==> config.mk <==
export PLATFORM = sky130hd
export DESIGN_NAME = sms_addr_unit
export DESIGN_NICKNAME = d
export VERILOG_FILES = /design/src/rtl/sms_addr_unit.sv
export SDC_FILE = /design/constraint.sdc
export NUM_CORES = 1
export LEC_CHECK = 0
export BUFFER_PORTS_ARGS = -buffer_cell sky130_fd_sc_hd__clkbuf_2
export CORE_ASPECT_RATIO = 1.1
export CORE_MARGIN = 1.5
export CORE_UTILIZATION = 48
export DETAILED_ROUTE_END_ITERATION = 10
export PLACE_DENSITY = 0.88
export SYNTH_ARGS = -nofsm -noshare
export SYNTH_HDL_FRONTEND = slang
export SYNTH_SLANG_ARGS = --single-unit
==> constraint.sdc <==
create_clock -name vclk -period 2
set_input_delay 0.3 -clock vclk [all_inputs]
set_output_delay 0.3 -clock vclk [all_outputs]
set_load 0.05 [all_outputs]
==> src/rtl/sms_addr_unit.sv <==
`timescale 1ns / 1ps
`default_nettype none

// Ring address arithmetic: y = (a + b) or (a - b), modulo TOTAL_SIZE.
// Expects a < TOTAL_SIZE and b <= TOTAL_SIZE.
module sms_addr_unit #(
    parameter int TOTAL_SIZE = 1024,
    parameter int AW         = 10,
    parameter int CW         = 11
) (
    input  logic [AW-1:0] a,
    input  logic [CW-1:0] b,
    input  logic          sub,
    output logic [AW-1:0] y
);

    localparam logic [CW:0] TOT = (CW+1)'(TOTAL_SIZE);

    logic [CW:0] ae;
    logic [CW:0] be;
    logic [CW:0] sum;
    logic [CW:0] res;

    always_comb
    begin
        ae = (CW+1)'(a);
        be = (CW+1)'(b);
        if (sub)
        begin
            sum = (ae >= be) ? ae - be : ae + TOT - be;
            res = sum;
        end
        else
        begin
            sum = ae + be;
            res = (sum >= TOT) ? sum - TOT : sum;
        end
        y = res[AW-1:0];
    end

endmodule

`default_nettype wire

==> impl_metrics.csv, run 1 <==
group,metric,value,unit
yosys,synthSimpleGateAreaFrac,16.1,%
run_status,haltStage,"clock tree synthesis (4_1_cts)",
yosys,synth_top_area_share,27.1,%
yosys,yosys_warnings,0,
yosys,synth_compound_area_share,28.1,%
yosys,yosysSeqAreaShare,0,%
floorplan,initial_core_util,52.2,%
yosys,syn_inst,114,
clocking,hold_buffers,0,
yosys,synth_area_leaders,"ha_1 (27%), xnor2_1 (8.4%), inv_1 (6.8%)",
yosys,synthMuxAreaShare,3.76,%
floorplan,die_h,46.7,um
run_status,outcome,"stopped before the end",
yosys,synth_xor_area_share,9.47,%
run_status,stop_error,"[ERROR DPL-0038] Utilization greater than 100%, impossible to legalize",
clocking,post_cts_buffers,1,
yosys,synth_top_family_by_area,"adder cells",
place,dp_hpwl,3.29,mm
clocking,cts_resized,36,
floorplan,std_cell_rows,15,
yosys,syn_avg_cell_area,7.30,um^2
floorplan,io_pins,32,
yosys,synth_cell_types,34,
floorplan,floorplan.die.width,42.7,um
place,io_buffer_count,31,
yosys,netlist_area,832,um^2
place,place.gp.congestion,0.837,
yosys,synthesis.nets,156,
yosys,synthAdderAreaFrac,31.9,%
yosys,yosys.area.top_type,"ha_1",
[cells by family after synthesis]
family,Yosys count
AOI/OAI and AO/OA,35
and+or+nand+nor,26
buffers and inverters,21
adders and majority gates,20
xor gates and xnor gates,9
muxes,3
[stage by stage]
stage | hold WS [ps] | setup WS (ps) | area, um^2 | util (%) | std cells
detailed placement | 1110 | -637 | 1560 | 97.8 | 198
global placement | 1090 | -546 | 1560 | 97.8 | 198
floorplan | 882 | -143 | 1090 | - | 114
[synthesized netlist by cell type (2+ instances only)]
cell,instances
mux2i_1,2
buf_2,2
nand2_1,6
nor3_1,2
o31a_1,2
a21oi_1,11
nor2b_1,3
nand2b_1,2
inv_1,15
ha_1,18
o21ai_0,6
o31ai_1,3
inv_2,2
fa_1,2
xnor2_1,8
a21o_1,2
nor2_1,10
o21ai_1,2
==> run 2: changes to the inputs <==
Settings changed: CORE_AREA set to 2 2 63 65, CORE_ASPECT_RATIO 1.1 to unset, CORE_MARGIN 1.5 to unset, CORE_UTILIZATION 48 to unset, DIE_AREA set to 0 0 65 67, PLACE_DENSITY 0.88 to unset, PLACE_DENSITY_LB_ADDON set to 0.15.
Clock period 2 ns to 2.6 ns, I/O delays scaled along.
==> impl_metrics.csv, run 2 <==
group,metric,value,unit
timing,worst_pin_slew,396,ps
setup_path,cp_data_required_time,2210,ps
yosys,synth_cell_types,34,
flow_run,cap_violations,0,
pwr,power_density,348,nW/um^2
finish,seqCellArea,0,um^2
place,dp_cells,205,
timing,min_period_over_period,99.4,%
setup_path,path_buf_inv,2,
finish,drive_gt1_share,45.9,%
timing,clock.fmax,0.387,GHz
setup_path,crit_slowest_cell,"fa_2",
finish,layout_commonest_cell,"clkbuf_2",
place,place.gp.congestion,0.830,
yosys,synth_top_area_share,27.1,%
routing,drc_errors,0,
routing,drt_iter0_drc,42,
routing,dr.pass1.iters,4,
yosys,syn_avg_cell_area,7.30,um^2
floorplan,io_pins,32,
timing,hold_violations,0,
yosys,synth_commonest_cells,"ha_1 (18), inv_1 (15), a21oi_1 (11)",
finish,post-route-util,37.0,%
yosys,yosysSeqAreaShare,0,%
setup_path,start_kind,"primary input",
routing,wl,2.17,mm
floorplan,die_h,67,um
finish,antenna_cells,0,
global_routing,grt_pass1_vias,882,
finish,seq_cells,0,
timing,slew_violations,0,
global_routing,track_usage,10.1,%
finish,finalNetCount,203,
finish,final_cell_mix,"clkbuf_2 (25), buf_4 (16), inv_1 (15), ha_1 (15), nor2_1 (9)",
place,place_area,1210,um^2
setup_path,max_stage_delay,360,ps
worst_hold_path,hp-class,"primary input to primary output",
routing,vias,930,
floorplan,initial_core_util,23.1,%
timing,finalSetupTns,0,ps
yosys,netlist_area,832,um^2
pwr,vdd_drop_max,131,uV
yosys,yosys_warnings,0,
routing,post_drt_via_cell_ratio,4.49,
yosys,yosys.area.top_type,"ha_1",
timing,layout_min_cycle_time,2580,ps
floorplan,coreArea,3610,um^2
finish,nClkBuffers,0,
routing,antenna_left,0,
floorplan,floorplan.die.width,65,um
pwr,p_leak,0.667,nW
global_routing,antenna_found_initial,0,
floorplan,std_cell_rows,22,
global_routing,grt_max_degree,19,
timing,fin_hold_ws,1250,ps
setup_path,cp-end-kind,"primary output",
yosys,synthesis.nets,156,
finish,areaGrowthSynthToFinish,60.5,%
finish,stdcell_area,1340,um^2
routing,wl_per_cell,10.5,um
floorplan,die_area,4360,um^2
setup_path,worstPathMaxFanout,2,
timing,setup_viol,0,
place,io_buffer_count,31,
setup_path,crit_family,"compound AO/OA/AOI/OAI gates",
timing,maxSlewHeadroom,73.6,%
yosys,synth.most_common_cell,"ha_1",
timing,rsz0062_at_grt,"true",
setup_path,path_class,"primary input to primary output",
setup_path,worst_ep_arrival_time,2190,ps
setup_path,cp_cell_sequence,"clkbuf_2 > ha_4 > fa_2 > o31a_1 > o21ai_2 > nand2_1 > o31ai_1 > xnor2_1 > bufbuf_16",
run_status,outcome,"complete, no violations",
global_routing,grt_pass1_wl,3.67,mm
yosys,synth_area_leaders,"ha_1 (27%), xnor2_1 (8.4%), inv_1 (6.8%)",
yosys,syn_inst,114,
global_routing,overflow,0,
finish,stdcell_count,207,
place,dp_hpwl,1.88,mm
==> run 2: cell counts after synthesis <==
No cell type changed its count.
==> run 2: routing by layer <==
metal  routed length (um)  share of wire (%)  vias to the layer above  track usage (%)
met2                 1050                 48                       14             17.9
met4                    0                  0                        0                0
met3                   72                3.3                        0            0.507
li1                     -                  -                      480                -
met1                 1050                 48                      436             14.4
met5                    0                  0                        -                0
==> run 2: cell families (layout without fill, tap and decap cells) <==
family                   Yosys count  in the layout  share of synthesized area, %
AO/OA/AOI/OAI                     35             35                          28.1
XOR/XNOR                           9              9                          9.47
buffers and inverters             21             66                          10.7
multiplexers                       3              3                          3.76
adder cells (fa/ha/maj)           20             20                          31.9
AND/OR/NAND/NOR                   26             26                          16.1
==> run 2: final timing paths <==
check	slack, ps	depth (start not counted)	start	end
worst max-delay path	20	9	b[0]	y[6]
worst min-delay path	1250	4	b[9]	y[9]
==> run 2: repair_timing <==
item	4_1_cts	5_1_grt
hold buffers	0	0
setup buffers	1	1
resized for setup	10	16
setup endpoints to repair	4	6
pin swaps	5	8
cloned	0	0
==> run 2: cell type report <==
type                            count  area [um^2]
Multi-Input combinational cell     93          845
Tap cell                           48         60.1
Timing Repair Buffer               49          367
Fill cell                         403         2270
Inverter                           17         63.8
==> run 2: worst min-delay path, delay by kind of cell <==
kind / cells / cell delay (ps)
xor+xnor: 2 / 240
buf+inv: 2 / 230
==> run 2: power breakdown <==
part / internal [mW] / switching (mW)
registers: 0 / 0
clock network: 0 / 0
logic: 0.200 / 0.265
total: 0.200 / 0.265
==> run 2: per-stage QoR <==
step / total power [mW] / setup slack [ps]
after floorplan: 0.285 / 11.0
after global placement: 0.425 / -108
after detailed placement: 0.427 / -134
after CTS: 0.451 / 1.48
after global routing: 0.500 / -80.0
final: 0.464 / 16.6
Power figures use the tool's default switching activity.
==> run 3: changes to the inputs <==
Settings changed: PLACE_DENSITY_LB_ADDON 0.15 to unset.
==> impl_metrics.csv, run 3 (same netlist as run 2, synthesis figures left out) <==
group,metric,value,unit
run_status,outcome,"complete, no violations",
floorplan,io_pins,32,
setup_path,cp-end-kind,"primary output",
setup_path,cp_data_required_time,2210,ps
timing,slew_violations,0,
routing,drt_iter0_drc,8,
pwr,total_power,470,uW
floorplan,die_area,4360,um^2
pwr,comb_power_share,100.0,%
floorplan,floorplan.die.width,65,um
finish,layout_commonest_cell,"clkbuf_2",
routing,vias,890,
finish,areaGrowthSynthToFinish,61.5,%
floorplan,coreArea,3610,um^2
timing,setup_viol,0,
routing,drc_errors,0,
finish,nClkBuffers,0,
finish,drive_gt1_share,46.5,%
global_routing,overflow,0,
pwr,swShare,56.9,%
routing,antenna_left,0,
timing,min_period_over_period,97.4,%
setup_path,crit_slowest_cell,"fa_2",
pwr,p_sw,267,uW
floorplan,initial_core_util,23.1,%
pwr,vdd_drop_max,139,uV
floorplan,std_cell_rows,22,
finish,antenna_cells,0,
global_routing,grt_max_degree,13,
place,place_ws,-97.5,ps
finish,multi_input_area,883,um^2
pwr,seq_power_share,0,%
setup_path,worst_ep_arrival_time,2140,ps
finish,seqCellArea,0,um^2
setup_path,start_kind,"primary input",
timing,layout_min_cycle_time,2530,ps
timing,hold_violations,0,
routing,wl,2.11,mm
setup_path,path_class,"primary input to primary output",
global_routing,grt_pass1_wl,3.42,mm
place,place.gp.congestion,0.854,
pwr,internal-power,203,uW
finish,final_cell_mix,"clkbuf_2 (25), inv_1 (15), buf_4 (15)",
setup_path,worstPathMaxFanout,2,
routing,post_drt_via_cell_ratio,4.34,
pwr,power_density,350,nW/um^2
setup_path,cp_cell_sequence,"clkbuf_2 > inv_1 > ha_2 > fa_2 > o31a_1 > o21ai_2 > nand2_1 > o31ai_2 > xnor2_1 > bufbuf_16",
place,dp_hpwl,1.72,mm
global_routing,grt_pass1_vias,827,
place,io_buffer_count,31,
timing,worst_pin_slew,293,ps
pwr,p_leak,0.661,nW
routing,wl_per_cell,10.3,um
finish,finalNetCount,201,
timing,clock.fmax,0.395,GHz
global_routing,track_usage,9.36,%
finish,n_fill_cell,371,
floorplan,die_h,67,um
routing,dr.pass1.iters,3,
global_routing,antenna_found_initial,0,
timing,maxSlewHeadroom,80.5,%
worst_hold_path,hp-class,"primary input to primary output",
flow_run,cap_violations,0,
timing,finalWorstSetupSlack,68.9,ps
pwr,power_frac_clock,0,%
setup_path,max_stage_delay,350,ps
finish,seq_cells,0,
timing,rsz0062_at_grt,"true",
## run 3: changes by cell type in the layout (fill, tap and decap cells not counted), moves of 2 or more
cell	before	now
o31ai_1	3	1
ha_4	2	4
ha_1	15	13
o31ai_2	0	2
## run 3: repair_timing
| action | 4_1_cts | 5_1_grt |
|---|---|---|
| endpoints found under the setup margin | 4 | 6 |
| gates resized for setup | 10 | 20 |
| pin swaps | 6 | 11 |
| hold buffers | 0 | 0 |
| buffers inserted | 2 | 1 |
## run 3: critical path, delay by kind of cell
kind                       cells  cell delay (ps)
AOI/OAI and AO/OA              3              540
xor gates and xnor gates       1              150
adders and majority gates      2              540
buffers and inverters          3              440
and+or+nand+nor                1               90
## run 3: final cells by class
cell class	count	share of cell area [%]
Tap cell	48	4.47
Inverter	17	4.75
Multi-Input combinational cell	93	65.7
Timing Repair Buffer	47	25.0
## run 3: final timing paths
check / start / endpoint / depth (start not counted)
worst min-delay path: b[9] / y[9] / 4
worst max-delay path: a[0] / y[6] / 10
## run 3: metrics by stage
| step | area (um^2) | TNS (ps) | utilization (%) | std cells | hold slack, ps |
|---|---|---|---|---|---|
| after floorplan | 862 | 0 | - | 114 | 1060 |
| after global placement | 1180 | -153 | 32.7 | 202 | 1240 |
| after detailed placement | 1180 | -180 | 32.7 | 202 | 1240 |
| after CTS | 1240 | -25.6 | 34.5 | 204 | 1270 |
| after global routing | 1340 | -31.0 | 37.3 | 205 | 1270 |
| final | 1340 | 0 | 37.3 | 205 | 1240 |
## run 3: routing by layer
layer | track usage (%) | vias up | wire [um]
met2 | 15.6 | 16 | 949
met5 | 0 | - | 0
met3 | 0 | 0 | 39
met1 | 14.3 | 396 | 1120
met4 | 0 | 0 | 0
li1 | - | 478 | -
## run 3: power groups by stage
stage / combinational (mW) / sequential (mW) / clock [mW]
final: 0.470 / 0 / 0
after floorplan: 0.285 / 0 / 0
after detailed placement: 0.412 / 0 / 0
after global placement: 0.410 / 0 / 0
after global routing: 0.502 / 0 / 0
after CTS: 0.439 / 0 / 0
